### src/deq_pkg.sv
// Shared types and codes for the double-ended queue.
// Used by deq_ctrl, deq_dp, deq_checker and the top level; no dependencies.
package deq_pkg;

   // Operation codes carried in req_tuser
   typedef enum logic [2:0] {
      OP_PUSH_FRONT = 3'd0,
      OP_PUSH_REAR  = 3'd1,
      OP_POP_FRONT  = 3'd2,
      OP_POP_REAR   = 3'd3,
      OP_DUMP       = 3'd4
   } op_type;

   // Result status carried in rsp_tuser
   typedef enum logic [1:0] {
      ST_OK        = 2'd0,
      ST_UNDERFLOW = 2'd1,
      ST_OVERFLOW  = 2'd2,
      ST_EMPTY     = 2'd3
   } status_type;

   typedef enum logic [1:0] {
      S_IDLE,
      S_EXEC,
      S_READ,
      S_RESP
   } state_type;

   localparam int WORD_W = 32;
   localparam int OP_W   = 3;

   // Controller -> datapath
   typedef struct packed {
      logic accept;   // latch the incoming transfer
      logic exec;     // carry out the latched operation
      logic capture;  // load the registered RAM read into the result
      logic advance;  // step the dump offset
   } cmd_type;

   // Datapath -> controller
   typedef struct packed {
      logic is_push;
      logic is_pop;
      logic is_dump;
      logic empty;
      logic dump_more;  // a dump result is shown and more words follow
   } sts_type;

endpackage

### src/deq_ram.sv
// Generic single-write, single-read RAM with registered read data.
// No dependencies.
module deq_ram #(
   parameter int WIDTH = 32,
   parameter int DEPTH = 16
) (
   input  logic                     clock,
   input  logic                     wr_en,
   input  logic [$clog2(DEPTH)-1:0] wr_addr,
   input  logic [WIDTH-1:0]         wr_data,
   input  logic                     rd_en,
   input  logic [$clog2(DEPTH)-1:0] rd_addr,
   output logic [WIDTH-1:0]         rd_data
);

   logic [WIDTH-1:0] mem [DEPTH];

   always_ff @(posedge clock) begin
      if (wr_en) begin
         mem[wr_addr] <= wr_data;
      end
      if (rd_en) begin
         rd_data <= mem[rd_addr];
      end
   end

endmodule

### src/deq_ctrl.sv
// Sequencing state machine for the double-ended queue.
// Depends on deq_pkg.
module deq_ctrl
   import deq_pkg::*;
(
   input  logic    clock,
   input  logic    reset,
   input  logic    req_tvalid,
   output logic    req_tready,
   output logic    rsp_tvalid,
   input  logic    rsp_tready,
   input  sts_type sts,
   output cmd_type cmd
);

   state_type state_ff, state_in;

   always_ff @(posedge clock) begin
      if (reset) begin
         state_ff <= S_IDLE;
      end else begin
         state_ff <= state_in;
      end
   end

   // next state
   always_comb begin
      state_in = state_ff;
      case (state_ff)
         S_IDLE: begin
            if (req_tvalid) state_in = S_EXEC;
         end
         S_EXEC: begin
            if ((sts.is_pop || sts.is_dump) && !sts.empty) begin
               state_in = S_READ;
            end else if (sts.is_push || sts.is_pop || sts.is_dump) begin
               state_in = S_RESP;
            end else begin
               state_in = S_IDLE;   // unused code: no result
            end
         end
         S_READ: begin
            state_in = S_RESP;
         end
         S_RESP: begin
            if (rsp_tready) begin
               state_in = sts.dump_more ? S_EXEC : S_IDLE;
            end
         end
         default: state_in = S_IDLE;
      endcase
   end

   // outputs
   always_comb begin
      req_tready  = 1'b0;
      rsp_tvalid  = 1'b0;
      cmd         = '0;
      case (state_ff)
         S_IDLE: begin
            req_tready = 1'b1;
            cmd.accept = req_tvalid;
         end
         S_EXEC: begin
            cmd.exec = 1'b1;
         end
         S_READ: begin
            cmd.capture = 1'b1;
         end
         S_RESP: begin
            rsp_tvalid  = 1'b1;
            cmd.advance = rsp_tready && sts.dump_more;
         end
         default: ;
      endcase
   end

endmodule

### src/deq_dp.sv
// Datapath: head/count registers, ring index math, ring RAM and result register.
// Depends on deq_pkg and deq_ram.
module deq_dp
   import deq_pkg::*;
#(
   parameter int DEPTH = 16
) (
   input  logic              clock,
   input  logic              reset,
   input  cmd_type           cmd,
   output sts_type           sts,
   input  logic [OP_W-1:0]   in_op,
   input  logic [WORD_W-1:0] in_value,
   output logic [1:0]        out_status,
   output logic [WORD_W-1:0] out_word,
   output logic              out_last
);

   localparam int IW = $clog2(DEPTH);
   localparam int CW = $clog2(DEPTH + 1);
   localparam logic [CW:0]   DEPTH_S = (CW + 1)'(DEPTH);
   localparam logic [CW-1:0] DEPTH_C = CW'(DEPTH);
   localparam logic [IW-1:0] TOP_IX  = IW'(DEPTH - 1);

   logic [OP_W-1:0]   op_ff;
   logic [WORD_W-1:0] value_ff;
   logic [IW-1:0]     head_ff, head_in;
   logic [CW-1:0]     count_ff, count_in;
   logic [CW-1:0]     offset_ff, offset_in;
   logic [1:0]        status_ff, status_in;
   logic [WORD_W-1:0] word_ff, word_in;
   logic              last_ff, last_in;

   logic              wr_en, rd_en;
   logic [IW-1:0]     wr_addr, rd_addr;
   logic [WORD_W-1:0] rd_data;
   logic              full, empty, is_push, is_pop, is_dump, dump_end;

   // (h + off) mod DEPTH; the sum stays below twice DEPTH
   function automatic logic [IW-1:0] ring_pos(input logic [IW-1:0] h,
                                              input logic [CW-1:0] off);
      logic [CW:0] s;
      s = (CW + 1)'(h) + {1'b0, off};
      if (s >= DEPTH_S) s = s - DEPTH_S;
      return s[IW-1:0];
   endfunction

   assign full     = (count_ff == DEPTH_C);
   assign empty    = (count_ff == '0);
   assign is_push  = (op_ff == OP_PUSH_FRONT) || (op_ff == OP_PUSH_REAR);
   assign is_pop   = (op_ff == OP_POP_FRONT) || (op_ff == OP_POP_REAR);
   assign is_dump  = (op_ff == OP_DUMP);
   assign dump_end = ((offset_ff + 1'b1) == count_ff);

   assign sts.is_push   = is_push;
   assign sts.is_pop    = is_pop;
   assign sts.is_dump   = is_dump;
   assign sts.empty     = empty;
   assign sts.dump_more = is_dump && !last_ff;

   always_comb begin
      head_in   = head_ff;
      count_in  = count_ff;
      offset_in = offset_ff;
      status_in = status_ff;
      word_in   = word_ff;
      last_in   = last_ff;
      wr_en     = 1'b0;
      wr_addr   = ring_pos(head_ff, count_ff);
      rd_en     = 1'b0;
      rd_addr   = head_ff;

      if (cmd.accept) begin
         offset_in = '0;
      end

      if (cmd.exec) begin
         word_in   = '0;
         last_in   = 1'b1;
         status_in = ST_OK;
         case (op_ff)
            OP_PUSH_FRONT: begin
               if (full) begin
                  status_in = ST_OVERFLOW;
               end else begin
                  head_in  = (head_ff == '0) ? TOP_IX : head_ff - 1'b1;
                  wr_addr  = head_in;
                  wr_en    = 1'b1;
                  count_in = count_ff + 1'b1;
               end
            end
            OP_PUSH_REAR: begin
               if (full) begin
                  status_in = ST_OVERFLOW;
               end else begin
                  wr_en    = 1'b1;
                  count_in = count_ff + 1'b1;
               end
            end
            OP_POP_FRONT: begin
               if (empty) begin
                  status_in = ST_UNDERFLOW;
               end else begin
                  rd_en    = 1'b1;
                  head_in  = ring_pos(head_ff, CW'(1));
                  count_in = count_ff - 1'b1;
               end
            end
            OP_POP_REAR: begin
               if (empty) begin
                  status_in = ST_UNDERFLOW;
               end else begin
                  rd_en    = 1'b1;
                  rd_addr  = ring_pos(head_ff, count_ff - 1'b1);
                  count_in = count_ff - 1'b1;
               end
            end
            OP_DUMP: begin
               if (empty) begin
                  status_in = ST_EMPTY;
               end else begin
                  rd_en   = 1'b1;
                  rd_addr = ring_pos(head_ff, offset_ff);
               end
            end
            default: ;
         endcase
      end

      if (cmd.capture) begin
         status_in = ST_OK;
         word_in   = rd_data;
         last_in   = is_pop || dump_end;
      end

      if (cmd.advance) begin
         offset_in = offset_ff + 1'b1;
      end
   end

   always_ff @(posedge clock) begin
      if (reset) begin
         head_ff  <= '0;
         count_ff <= '0;
      end else begin
         head_ff  <= head_in;
         count_ff <= count_in;
      end
   end

   always_ff @(posedge clock) begin
      if (cmd.accept) begin
         op_ff    <= in_op;
         value_ff <= in_value;
      end
      offset_ff <= offset_in;
      status_ff <= status_in;
      word_ff   <= word_in;
      last_ff   <= last_in;
   end

   deq_ram #(
      .WIDTH (WORD_W),
      .DEPTH (DEPTH)
   ) u_ram (
      .clock   (clock),
      .wr_en   (wr_en),
      .wr_addr (wr_addr),
      .wr_data (value_ff),
      .rd_en   (rd_en),
      .rd_addr (rd_addr),
      .rd_data (rd_data)
   );

   assign out_status = status_ff;
   assign out_word   = word_ff;
   assign out_last   = last_ff;

endmodule

### src/double_ended_queue.sv
// Bounded double-ended queue of signed 32-bit words, ring store in a RAM.
// Each request transfer carries one operation in req_tuser (push front, push
// rear, pop front, pop rear, dump) and the word to push in req_tdata. Push and
// pop give exactly one response transfer with rsp_tlast set; a pop returns the
// removed word. Dump streams the stored words front to rear and sets rsp_tlast
// on the rear word; an empty dump gives one response with status empty. Pops
// on an empty queue report underflow, pushes on a full queue report overflow
// and change nothing. Codes five to seven are dropped with no response.
// One request is in flight at a time. A request passes through the accept
// and execute states, then, unless its code is dropped, the response state,
// with a RAM read state before it for each word fetched (a pop that returns
// a word, each dumped word); a dump goes back from response to execute for
// each further word, and the response state holds while the response side
// stalls. The next request is taken the cycle after the last response
// transfer. The RAM read state comes from the RAM's registered read, and the
// controller returns to idle between requests.
// Reset is synchronous and takes the queue to empty; RAM contents need no
// clearing, since only entries that hold queued words are ever read.
// Depends on deq_pkg, deq_ctrl, deq_dp and deq_ram.
module double_ended_queue
   import deq_pkg::*;
#(
   parameter int DEPTH = 16   // 2 .. 64 entries
) (
   input  logic        clock,
   input  logic        reset,
   // request channel
   input  logic        req_tvalid,
   output logic        req_tready,
   input  logic [31:0] req_tdata,   // [31:0] value
   input  logic [2:0]  req_tuser,   // [2:0] op
   // response channel
   output logic        rsp_tvalid,
   input  logic        rsp_tready,
   output logic [31:0] rsp_tdata,   // [31:0] word
   output logic [1:0]  rsp_tuser,   // [1:0] status
   output logic        rsp_tlast    // last response of the request
);

   cmd_type cmd;
   sts_type sts;

   // controller: sequences accept, execute, RAM read and response
   deq_ctrl u_ctrl (
      .clock      (clock),
      .reset      (reset),
      .req_tvalid (req_tvalid),
      .req_tready (req_tready),
      .rsp_tvalid (rsp_tvalid),
      .rsp_tready (rsp_tready),
      .sts        (sts),
      .cmd        (cmd)
   );

   // datapath: head/count, ring arithmetic, RAM and the response register
   deq_dp #(
      .DEPTH (DEPTH)
   ) u_dp (
      .clock      (clock),
      .reset      (reset),
      .cmd        (cmd),
      .sts        (sts),
      .in_op      (req_tuser),
      .in_value   (req_tdata),
      .out_status (rsp_tuser),
      .out_word   (rsp_tdata),
      .out_last   (rsp_tlast)
   );

endmodule

### config.mk
export PLATFORM = sky130hd
export DESIGN_NAME = double_ended_queue
export DESIGN_NICKNAME = d
export VERILOG_FILES = /design/src/deq_pkg.sv /design/src/deq_ram.sv /design/src/deq_ctrl.sv /design/src/deq_dp.sv /design/src/double_ended_queue.sv
export SDC_FILE = /design/constraint.sdc
export NUM_CORES = 1
export LEC_CHECK = 0
export BUFFER_PORTS_ARGS = -buffer_cell sky130_fd_sc_hd__buf_2
export CAP_MARGIN = 20
export CORE_MARGIN = 2
export CORE_UTILIZATION = 45
export CTS_CLUSTER_SIZE = 28
export DETAILED_ROUTE_END_ITERATION = 8
export PLACE_DENSITY = 0.68
export RECOVER_POWER = 100
export SYNTH_ARGS = -nofsm -noshare
export SYNTH_HDL_FRONTEND = slang
export SYNTH_SLANG_ARGS = --single-unit
### constraint.sdc
create_clock -name clock -period 8.1 [get_ports clock]
set_input_delay 0.405 -clock clock [delete_from_list [all_inputs] [get_ports clock]]
set_output_delay 0.405 -clock clock [all_outputs]
set_load 0.005 [all_outputs]
==> results.cfg, run 1 <==
[timing]
rsz0062_at_grt = no
skew_ns = 0.01795
maxSlewHeadroom_pct = -105.9
setup_tns_ns = 0
max_freq_mhz = 184.6
report.final.hold_viol_count = 0
period_minus_slack_ns = 5.417
final.setup.worst_slack_ns = 2.683
timing_max_transition_violations_final = 674
max_slew.worst_pin.slew_ns = 3.089
min_period_over_period_pct = 66.88
setup_violating_endpoint_count_in_the_final_report = 0

[logic_synthesis]
synthesis.area_per_instance_um2 = 17.57
complex_gate_fraction_of_the_synthesized_area_pct = 4.895
biggest_area_contributors_in_the_synthesized_netlist = sky130_fd_sc_hd__edfxtp_1 (74%), sky130_fd_sc_hd__mux2i_1 (12%), sky130_fd_sc_hd__a22oi_1 (3.9%)
synthCells = 1420
synth-edff-count = 617
async_flop_share_pct = 0
fraction_of_synthesized_cell_area_in_xor_and_xnor_cells_pct = 0.9127
netlist-cell-type-count = 49
synth_top_cell_by_area = sky130_fd_sc_hd__edfxtp_1
synth_top_area_share_pct = 74.26
yosysSeqAreaShare_pct = 75.31
synth-warning-count = 0
largest_family_of_logic_cells_by_synthesized_area = multiplexers
synthSimpleGateAreaFrac_pct = 3.601
ys_ff_latch = 630
ys_dominant_reg_cell = sky130_fd_sc_hd__edfxtp_1
synthesized_net_count = 1481
synthMuxAreaShare_pct = 12.12
adder_and_majority_cell_fraction_of_the_synthesized_area_pct = 1.194
syn_area_um2 = 24950

[final_layout]
filler_cell_count = 4421
drive_gt1_share_pct = 10.83
sequential_cell_area_um2 = 18790
areaGrowthSynthToFinish_pct = 14.04
multi_input_area_um2 = 5789
fin_area_um2 = 28450
nNetsFinal = 1608
finalCoreUtilization_pct = 51.74

[detailed_routing]
antenna_violating_nets_post_route = 0
route.detailed.wl_per_inst_um = 23.06
drt-pass1-iter-count = 5
wirelength_mm = 54.12
avgViaCountPerCell = 5.416
route.detailed.drc = 0
via_count = 12710
drt_iter0_drc = 1242

[clock_network]
cts.clk_slew.worst_paths_ns = 0.06
post_cts_buffers = 0
clock_insertion_delay_worst_skew_ns = 0.63
clock_path_buffers = 3
cts.sinks = 630
cts_tree = built
cts-htree-levels = 2
cts_made_buffers = 61
cts_root_buf = sky130_fd_sc_hd__clkbuf_16

[placement]
dp_slack_ns = 3.996
placedInstanceArea_um2 = 26190
global_placement_routability_congestion = 0.7857
port-buffer-count = 75
dp_hpwl_mm = 25.33

[pwr]
leak_pwr_nw = 11.12
peakVddDrop_uv = 181.9
pwr_density_cell_nw_per_um2 = 251.4

[floorplanning]
fp.dieH_um = 239.5
chipWidth_um = 239.5
die_outline_area_um2 = 57340
num_io_pins = 76
std_cell_rows = 86
initial_utilization_pct = 45.37
core-area_um2 = 54990

[setup_path]
cp_top_family = simple AND/OR/NAND/NOR gates
cp-end-kind = flop
crit_path_start_kind = flop
timing.reg2reg.setup_slack_ns = 2.68
worst_r2r_path_depth = 11
critical_path.startpoint = u_dp.count_ff[1]$_SDFFE_PP0P_
cpMaxStageDelayCell = sky130_fd_sc_hd__and2_0
worst_ep_required_time_ns = 8.45
cp_common_cell = sky130_fd_sc_hd__mux2i_1
reg2reg_to = u_dp.u_ram.rd_data[17]$_DFFE_PP_
cp_slowest_stage_delay_ns = 1.97
critPathArrivalTime_ns = 5.77
path_buf_inv = 2
timing_worst_setup_path_type = reg -> reg
crit-reg2reg-launch = u_dp.count_ff[1]$_SDFFE_PP0P_
worstPathCellList = inv_1 -> ha_1 -> fa_1 -> xor2_1 -> o22ai_1 -> mux2i_1 -> and2_0 -> buf_4 -> a22oi_1 -> nand2_1 -> mux2i_1
cp_max_fo = 36

[outcome]
outcome = finished, violations left
violations = max-capacitance violations, max-slew violations

[grt]
grt_max_degree = 139
grt_pass1_wl_mm = 80.75
grt_pass1_vias = 12850
antenna_found_initial = 1
grt_util_all_layers_pct = 19.12
globalRouteOverflowTotal = 0

[job]
maxCapViolCount = 21

[min_path]
min_path_type = in -> reg
min_path_cells = 2
hp-start = reset
==> synth_stat cells, types with 2 or more instances <==
master,count
sky130_fd_sc_hd__or3_1,3
sky130_fd_sc_hd__inv_1,12
sky130_fd_sc_hd__nor2_1,38
sky130_fd_sc_hd__nand3_1,9
sky130_fd_sc_hd__nand2b_1,6
sky130_fd_sc_hd__nand4_1,3
sky130_fd_sc_hd__ha_1,19
sky130_fd_sc_hd__and3_1,2
sky130_fd_sc_hd__a22oi_1,129
sky130_fd_sc_hd__o31ai_1,4
sky130_fd_sc_hd__fa_1,3
sky130_fd_sc_hd__o211ai_1,2
sky130_fd_sc_hd__xnor2_1,15
sky130_fd_sc_hd__mux2i_1,294
sky130_fd_sc_hd__nand3b_1,2
sky130_fd_sc_hd__o311ai_0,2
sky130_fd_sc_hd__xor2_1,11
sky130_fd_sc_hd__a21oi_1,10
sky130_fd_sc_hd__buf_2,18
sky130_fd_sc_hd__mux2_2,4
sky130_fd_sc_hd__buf_6,14
sky130_fd_sc_hd__nor3_1,2
sky130_fd_sc_hd__a21o_1,3
sky130_fd_sc_hd__nand2_1,84
sky130_fd_sc_hd__dfxtp_1,13
sky130_fd_sc_hd__o21ai_0,9
sky130_fd_sc_hd__edfxtp_1,617
sky130_fd_sc_hd__and2_1,35
sky130_fd_sc_hd__buf_4,14
sky130_fd_sc_hd__clkbuf_1,24
==> worst max path at each step <==
stage | slack [ns] | to | cells past startpoint
floorplan | 4.54 | u_dp.u_ram.mem[4][0]$_DFFE_PP_ | 8
global placement | 4.12 | u_dp.u_ram.rd_data[30]$_DFFE_PP_ | 11
detailed placement | 4.00 | u_dp.u_ram.rd_data[19]$_DFFE_PP_ | 11
CTS | 3.98 | u_dp.u_ram.rd_data[17]$_DFFE_PP_ | 11
global route | 2.40 | u_dp.u_ram.rd_data[25]$_DFFE_PP_ | 12
finish | 2.68 | u_dp.u_ram.rd_data[17]$_DFFE_PP_ | 11
==> routing by layer <==
metal	routed length [um]	vias up	global-route usage (%)
met5	0	-	0
met4	1101	0	5.492
met3	3230	82	2.801
met2	26870	361	32.60
met1	22930	6447	25.60
li1	-	5822	-
==> area by class of cell <==
cell class	instances	share of cell area [%]
sequential	630	66.04
multi-input combinational	707	20.35
clock buffer	72	5.510
tap	748	3.290
timing repair buffer	135	2.924
clock inverter	42	1.724
inverter	12	0.1583
antenna	1	0.008795
==> cell usage in the layout, fill, tap and decap left out, types with 11 or more instances in the layout <==
cell,count
sky130_fd_sc_hd__a22oi_1,129
sky130_fd_sc_hd__and2_0,26
sky130_fd_sc_hd__buf_2,47
sky130_fd_sc_hd__clkbuf_1,56
sky130_fd_sc_hd__clkbuf_16,61
sky130_fd_sc_hd__clkinv_1,13
sky130_fd_sc_hd__dfxtp_1,13
sky130_fd_sc_hd__dlygate4sd3_1,34
sky130_fd_sc_hd__edfxtp_1,617
sky130_fd_sc_hd__ha_1,19
sky130_fd_sc_hd__inv_1,12
sky130_fd_sc_hd__mux2i_1,295
sky130_fd_sc_hd__nand2_1,84
sky130_fd_sc_hd__nor2_1,25
sky130_fd_sc_hd__nor2_4,14
sky130_fd_sc_hd__xnor2_1,15
sky130_fd_sc_hd__xor2_1,11
==> cells by family (layout without fill, tap and decap cells) <==
group           count (synthesis)  in the layout
mux                           300            300
buf+inv                        83            261
flops                         630            630
compound gates                168            168
fa+ha+maj                      22             22
simple gates                  191            191
xor+xnor                       26             26
other cells                     0              1
==> power breakdown <==
| part | internal, mW | leakage [nW] | switching [mW] |
|---|---|---|---|
| combinational | 0.175 | 4.43 | 0.271 |
| clock | 1.70 | 0.990 | 1.21 |
| sequential | 3.71 | 5.70 | 0.0877 |
==> stage by stage <==
step | power, mW | std cells | hold WS (ns)
2_1_floorplan | 4.128 | 1420 | 0.4625
4_1_cts | 7.209 | 2346 | 0.01027
6_report | 7.153 | 2347 | 0.1089
3_3_place_gp | 4.286 | 2198 | 0.4697
3_5_place_dp | 4.301 | 2198 | 0.4793
5_1_grt | 7.391 | 2346 | 0.1030
==> repair_timing <==
action,4_1_cts,5_1_grt
resized for setup,0,0
hold endpoints to repair,34,0
hold buffers,34,0
==> flip-flops by register name (all words and copies together), names as in the netlist, named ones only <==
| name | cells |
|---|---|
| u_ctrl.state_ff | 1 |
| u_dp.count_ff | 5 |
| u_dp.head_ff | 4 |
| u_dp.offset_ff | 5 |
| u_dp.op_ff | 3 |
| u_dp.out_last | 1 |
| u_dp.out_status | 2 |
| u_dp.out_word | 32 |
| u_dp.u_ram.mem | 512 |
| u_dp.u_ram.rd_data | 32 |
| u_dp.value_ff | 32 |
Power figures use the tool's default switching activity.
==> run 2: changes to the inputs <==
Clock period 8.1 ns to 5.4 ns, I/O delays scaled along.
==> run 2 against run 1 <==
Compared with the run above: the flow still finishes with violations (max-capacitance violations, max-slew violations); critical path depth did not move; combinational power increased by 50%; non-clock buffer count up 6; clock skew grew 0.0033 ns; worst setup slack got worse by 1.8 ns; global-route usage shrank 0.38 points; die area unchanged; fmax increased by 21%; register-to-register slack lost 1.8 ns; design area grew 0.34%; critical endpoint is now u_dp.u_ram.rd_data[28]$_DFFE_PP_; highest routed layer unchanged.
==> results.cfg, run 2 (synthesis results as in run 1) <==
[placement]
placedInstanceArea_um2 = 26270
dp_slack_ns = 1.472
global_placement_routability_congestion = 0.8003
dp_hpwl_mm = 28.85
placedCellCount = 2202
port-buffer-count = 75

[timing]
period_minus_slack_ns = 4.467
max_slew.worst_pin.slew_ns = 2.958
report.final.hold_viol_count = 0
timing_max_transition_violations_final = 206
maxSlewHeadroom_pct = -97.22
final.setup.worst_slack_ns = 0.9325
max_freq_mhz = 223.8
rsz0062_at_grt = no
skew_ns = 0.02123
min_period_over_period_pct = 82.73
setup_violating_endpoint_count_in_the_final_report = 0
setup_tns_ns = 0
hold_slack_ns = 0.02199

[floorplanning]
num_io_pins = 76
initial_utilization_pct = 45.37
chipWidth_um = 239.5
fp.dieH_um = 239.5
core-area_um2 = 54990
die_outline_area_um2 = 57340
std_cell_rows = 86

[final_layout]
finalCoreUtilization_pct = 51.92
insertedDiodeCount = 0
layoutNonFillerInstCount = 2355
largest_register_ff_count = 512
areaGrowthSynthToFinish_pct = 14.42
largest-register = u_dp.u_ram.mem
final_common_cell = sky130_fd_sc_hd__edfxtp_1
nNetsFinal = 1619
drive_gt1_share_pct = 11.45
mostFrequentLayoutCells = sky130_fd_sc_hd__edfxtp_1 (617), sky130_fd_sc_hd__mux2i_1 (295), sky130_fd_sc_hd__a22oi_1 (129)
fin_area_um2 = 28550

[clock_network]
cts.sinks = 630
cts-htree-levels = 3
cts_root_buf = sky130_fd_sc_hd__clkbuf_16
post_cts_buffers = 0
clock_insertion_delay_worst_skew_ns = 0.60
cts_tree = built
cts_made_buffers = 66
holdBufCountCts = 35
cts.clk_slew.worst_paths_ns = 0.06
cts_resized = 0
clock_path_buffers = 3

[grt]
antenna_found_initial = 0
grt_util_all_layers_pct = 18.74
grt_pass1_vias = 13110
grt_pass1_wl_mm = 79.49
globalRouteOverflowTotal = 0
grt_max_degree = 99

[pwr]
pwr_density_cell_nw_per_um2 = 371.3
leak_pwr_nw = 11.18
peakVddDrop_uv = 207.4
report.power.total_mw = 10.60

[detailed_routing]
drt-pass1-iter-count = 5
avgViaCountPerCell = 5.428
drt_iter0_drc = 1139
wirelength_mm = 52.80
antenna_violating_nets_post_route = 0
route.detailed.drc = 0
via_count = 12780
route.detailed.wl_per_inst_um = 22.42

[setup_path]
cp_slowest_stage_delay_ns = 1.26
critPathArrivalTime_ns = 4.80
cp_common_cell = sky130_fd_sc_hd__mux2i_1
crit_path_start_kind = flop
worst_ep_required_time_ns = 5.74
cp_max_fo = 64
timing_worst_setup_path_type = reg -> reg
worstPathCellList = inv_1 -> ha_1 -> fa_1 -> xor2_1 -> o22ai_1 -> mux2i_1 -> and2_2 -> clkbuf_2 -> a22oi_1 -> nand2_1 -> mux2i_1
cpMaxStageDelayCell = sky130_fd_sc_hd__clkbuf_2
path_buf_inv = 2
cp-end-kind = flop
cp_top_family = buffers and inverters

[min_path]
min_path_type = in -> reg

[outcome]
violations = max-capacitance violations, max-slew violations
outcome = finished, violations left

[job]
maxCapViolCount = 5
run 2: cell count changes in the layout (fill, tap and decap cells not counted), sizes merged, moves of 3 or more:
cell	previous run	this run
buf	54	62
clkinvlp	5	2
clkinv	24	30
bufinv	10	2
clkbuf	119	123
run 2: final cells by class:
class / instances / area, um^2
timing repair buffer: 141 / 953.4
clock buffer: 79 / 1743
fill: 4412 / 26440
tap: 748 / 935.9
sequential: 630 / 18790
clock inverter: 38 / 261.5
inverter: 12 / 45.04
multi-input combinational: 707 / 5821
run 2: where the power goes:
part           total [mW]  internal, mW  switching (mW)
Combinational       0.670         0.266           0.404
Clock                4.24          2.41            1.83
Sequential           5.69          5.56           0.134
run 2: path summary, 6_finish.rpt:
kind / start / endpoint / slack (ns) / cells after the start
max: u_dp.count_ff[1]$_SDFFE_PP0P_ / u_dp.u_ram.rd_data[28]$_DFFE_PP_ / 0.93 / 11
min: reset / u_dp.count_ff[4]$_SDFFE_PP0P_ / 0.02 / 2
max reg2reg: u_dp.count_ff[1]$_SDFFE_PP0P_ / u_dp.u_ram.rd_data[28]$_DFFE_PP_ / 0.93 / 11
min reg2reg: u_dp.out_status[0]$_SDFFE_PP0P_ / u_dp.out_status[0]$_SDFFE_PP0P_ / 0.52 / 2
run 2: per-layer routing:
layer | GRT usage, % | routed length, um | part of all wire [%]
met4 | 6.155 | 1210 | 2.3
met1 | 25.68 | 23490 | 44
met5 | 0 | 0 | 0
met2 | 30.73 | 25530 | 48
met3 | 2.985 | 2572 | 4.9
==> run 3: changes to the inputs <==
Clock period 5.4 ns to 4.68 ns, I/O delays scaled along.
==> run 3 against run 2 <==
Compared with the run above: the flow still finishes with violations (max-capacitance violations, max-slew violations); design area hardly changed; cell count is 0.25% higher; sequential power is 15% higher; critical path depth stayed put; critical endpoint is now u_dp.u_ram.rd_data[16]$_DFFE_PP_; largest power group unchanged; highest routed layer unchanged.
==> results.cfg, run 3 (synthesis results as in run 1) <==
[outcome]
outcome = finished, violations left
violations = max-capacitance violations, max-slew violations

[floorplanning]
chipWidth_um = 239.5
num_io_pins = 76
die_outline_area_um2 = 57340
core-area_um2 = 54990
std_cell_rows = 86
fp.dieH_um = 239.5
initial_utilization_pct = 45.37

[setup_path]
crit_path_start_kind = flop
cp_top_family = buffers and inverters
cp_slowest_stage_delay_ns = 0.81
cp_max_fo = 64
worst_r2r_path_depth = 11
cp_common_cell = sky130_fd_sc_hd__mux2i_1
cpMaxStageDelayCell = sky130_fd_sc_hd__clkbuf_4
critPathArrivalTime_ns = 4.34
timing_worst_setup_path_type = reg -> reg
cp-end-kind = flop
worstPathCellList = ha_1 -> inv_1 -> fa_1 -> xor2_1 -> o22ai_1 -> mux2i_1 -> and2_2 -> clkbuf_4 -> a22oi_1 -> nand2_1 -> mux2i_1
timing.critical_path.depth = 11
path_buf_inv = 2
worst_ep_required_time_ns = 5.01

[grt]
grt_pass1_wl_mm = 78.53
grt_pass1_vias = 12810
antenna_found_initial = 0
grt_max_degree = 82
globalRouteOverflowTotal = 0
grt_util_all_layers_pct = 18.54

[timing]
max_slew.worst_pin.slew_ns = 2.203
hold_slack_ns = 0.04834
timing_max_transition_violations_final = 143
maxSlewHeadroom_pct = -46.88
period_minus_slack_ns = 4.010
setup_violating_endpoint_count_in_the_final_report = 0
setup_tns_ns = 0
skew_ns = 0.01898
rsz0062_at_grt = no
min_period_over_period_pct = 85.69
max_freq_mhz = 249.4
report.final.hold_viol_count = 0

[pwr]
report.power.total_mw = 12.21
peakVddDrop_uv = 251.0
leak_pwr_nw = 11.23
pwr_density_cell_nw_per_um2 = 427.5

[min_path]
min_path_type = in -> reg
min_path_cells = 5

[final_layout]
multi_input_area_um2 = 5771
mostFrequentLayoutCells = sky130_fd_sc_hd__edfxtp_1 (617), sky130_fd_sc_hd__mux2i_1 (295), sky130_fd_sc_hd__a22oi_1 (129)
largest_register_ff_count = 512
sequential_cell_area_um2 = 18790
finalCoreUtilization_pct = 51.96
insertedDiodeCount = 0
final_common_cell = sky130_fd_sc_hd__edfxtp_1
drive_gt1_share_pct = 11.84
nNetsFinal = 1623
filler_cell_count = 4434
areaGrowthSynthToFinish_pct = 14.51
largest-register = u_dp.u_ram.mem

[clock_network]
clock_path_buffers = 3
cts.sinks = 630
cts_resized = 0
cts.clk_slew.worst_paths_ns = 0.06
cts_tree = built
cts_made_buffers = 66
clock_insertion_delay_worst_skew_ns = 0.60
cts_root_buf = sky130_fd_sc_hd__clkbuf_16
cts-htree-levels = 3

[detailed_routing]
wirelength_mm = 52.48
drt-pass1-iter-count = 5
route.detailed.drc = 0
route.detailed.wl_per_inst_um = 22.23
avgViaCountPerCell = 5.452
via_count = 12870
drt_iter0_drc = 1024
antenna_violating_nets_post_route = 0

[job]
maxCapViolCount = 5

[placement]
global_placement_routability_congestion = 0.8479
dp_hpwl_mm = 28.10
port-buffer-count = 75
run 3: cell types whose count changed in the layout (fill, tap and decap cells not counted), moves of 3 or more:
cell	previous run	this run
sky130_fd_sc_hd__nor2_4	18	11
sky130_fd_sc_hd__nor2_1	21	26
sky130_fd_sc_hd__clkbuf_2	3	11
sky130_fd_sc_hd__and2_0	22	25
sky130_fd_sc_hd__clkinv_1	17	20
sky130_fd_sc_hd__clkinv_2	12	5
sky130_fd_sc_hd__clkbuf_1	52	40
sky130_fd_sc_hd__buf_4	8	11
sky130_fd_sc_hd__buf_2	46	53
run 3: worst paths after layout:
kind / from / to / slack (ns)
min: req_tvalid / u_ctrl.state_ff[0]$_SDFFE_PP0P_ / 0.05
max reg2reg: u_dp.head_ff[0]$_SDFFE_PP0P_ / u_dp.u_ram.rd_data[16]$_DFFE_PP_ / 0.67
max: u_dp.head_ff[0]$_SDFFE_PP0P_ / u_dp.u_ram.rd_data[16]$_DFFE_PP_ / 0.67
min reg2reg: u_dp.u_ram.rd_data[21]$_DFFE_PP_ / u_dp.out_word[21]$_SDFFCE_PN0P_ / 0.52
run 3: repair_timing:
action                                 in CTS  in global routing
setup buffers                               0                  0
hold buffers                               36                  0
endpoints found under the hold margin      46                  0
run 3: worst reg2reg max path, stage by stage (launching register included):
cell and delay, ns:
sky130_fd_sc_hd__dfxtp_1 0.61, sky130_fd_sc_hd__ha_1 0.26, sky130_fd_sc_hd__inv_1 0.06, sky130_fd_sc_hd__fa_1 0.42, sky130_fd_sc_hd__xor2_1 0.21, sky130_fd_sc_hd__o22ai_1 0.11
sky130_fd_sc_hd__mux2i_1 0.45, sky130_fd_sc_hd__and2_2 0.24, sky130_fd_sc_hd__clkbuf_4 0.81, sky130_fd_sc_hd__a22oi_1 0.35, sky130_fd_sc_hd__nand2_1 0.15, sky130_fd_sc_hd__mux2i_1 0.07
run 3: power by group:
part / leakage [nW] / internal [mW] / switching (mW) / total, mW
clock: 0.963 / 2.78 / 2.10 / 4.87
sequential: 5.70 / 6.41 / 0.158 / 6.57
combinational: 4.57 / 0.308 / 0.464 / 0.772
run 3: through the flow:
step | std cells | worst slack, ns | cell area, um^2
6_report | 2361 | 0.6699 | 28570
5_1_grt | 2361 | 0.4146 | 28570
4_1_cts | 2361 | 1.175 | 28730
3_5_place_dp | 2206 | 1.181 | 26360
3_3_place_gp | 2206 | 1.272 | 26360
2_1_floorplan | 1420 | 1.124 | 24950
run 3: final cells by class:
class                           count  area share (%)
Clock inverter                     38           1.038
Clock buffer                       81           5.978
Multi-Input combinational cell    707           20.20
Sequential cell                   630           65.76
Inverter                           12          0.1577
Tap cell                          748           3.276
Timing Repair Buffer              145           3.587
run 3: layer usage:
metal  vias up  GRT usage (%)  routed length [um]  part of all wire (%)
li1       5855              -                   -                     -
met1      6542          25.19               22880                    44
met2       376          30.36               25400                    48
met3        99          3.100                2727                   5.2
met4         0          6.477                1475                   2.8
met5         -              0                   0                     0
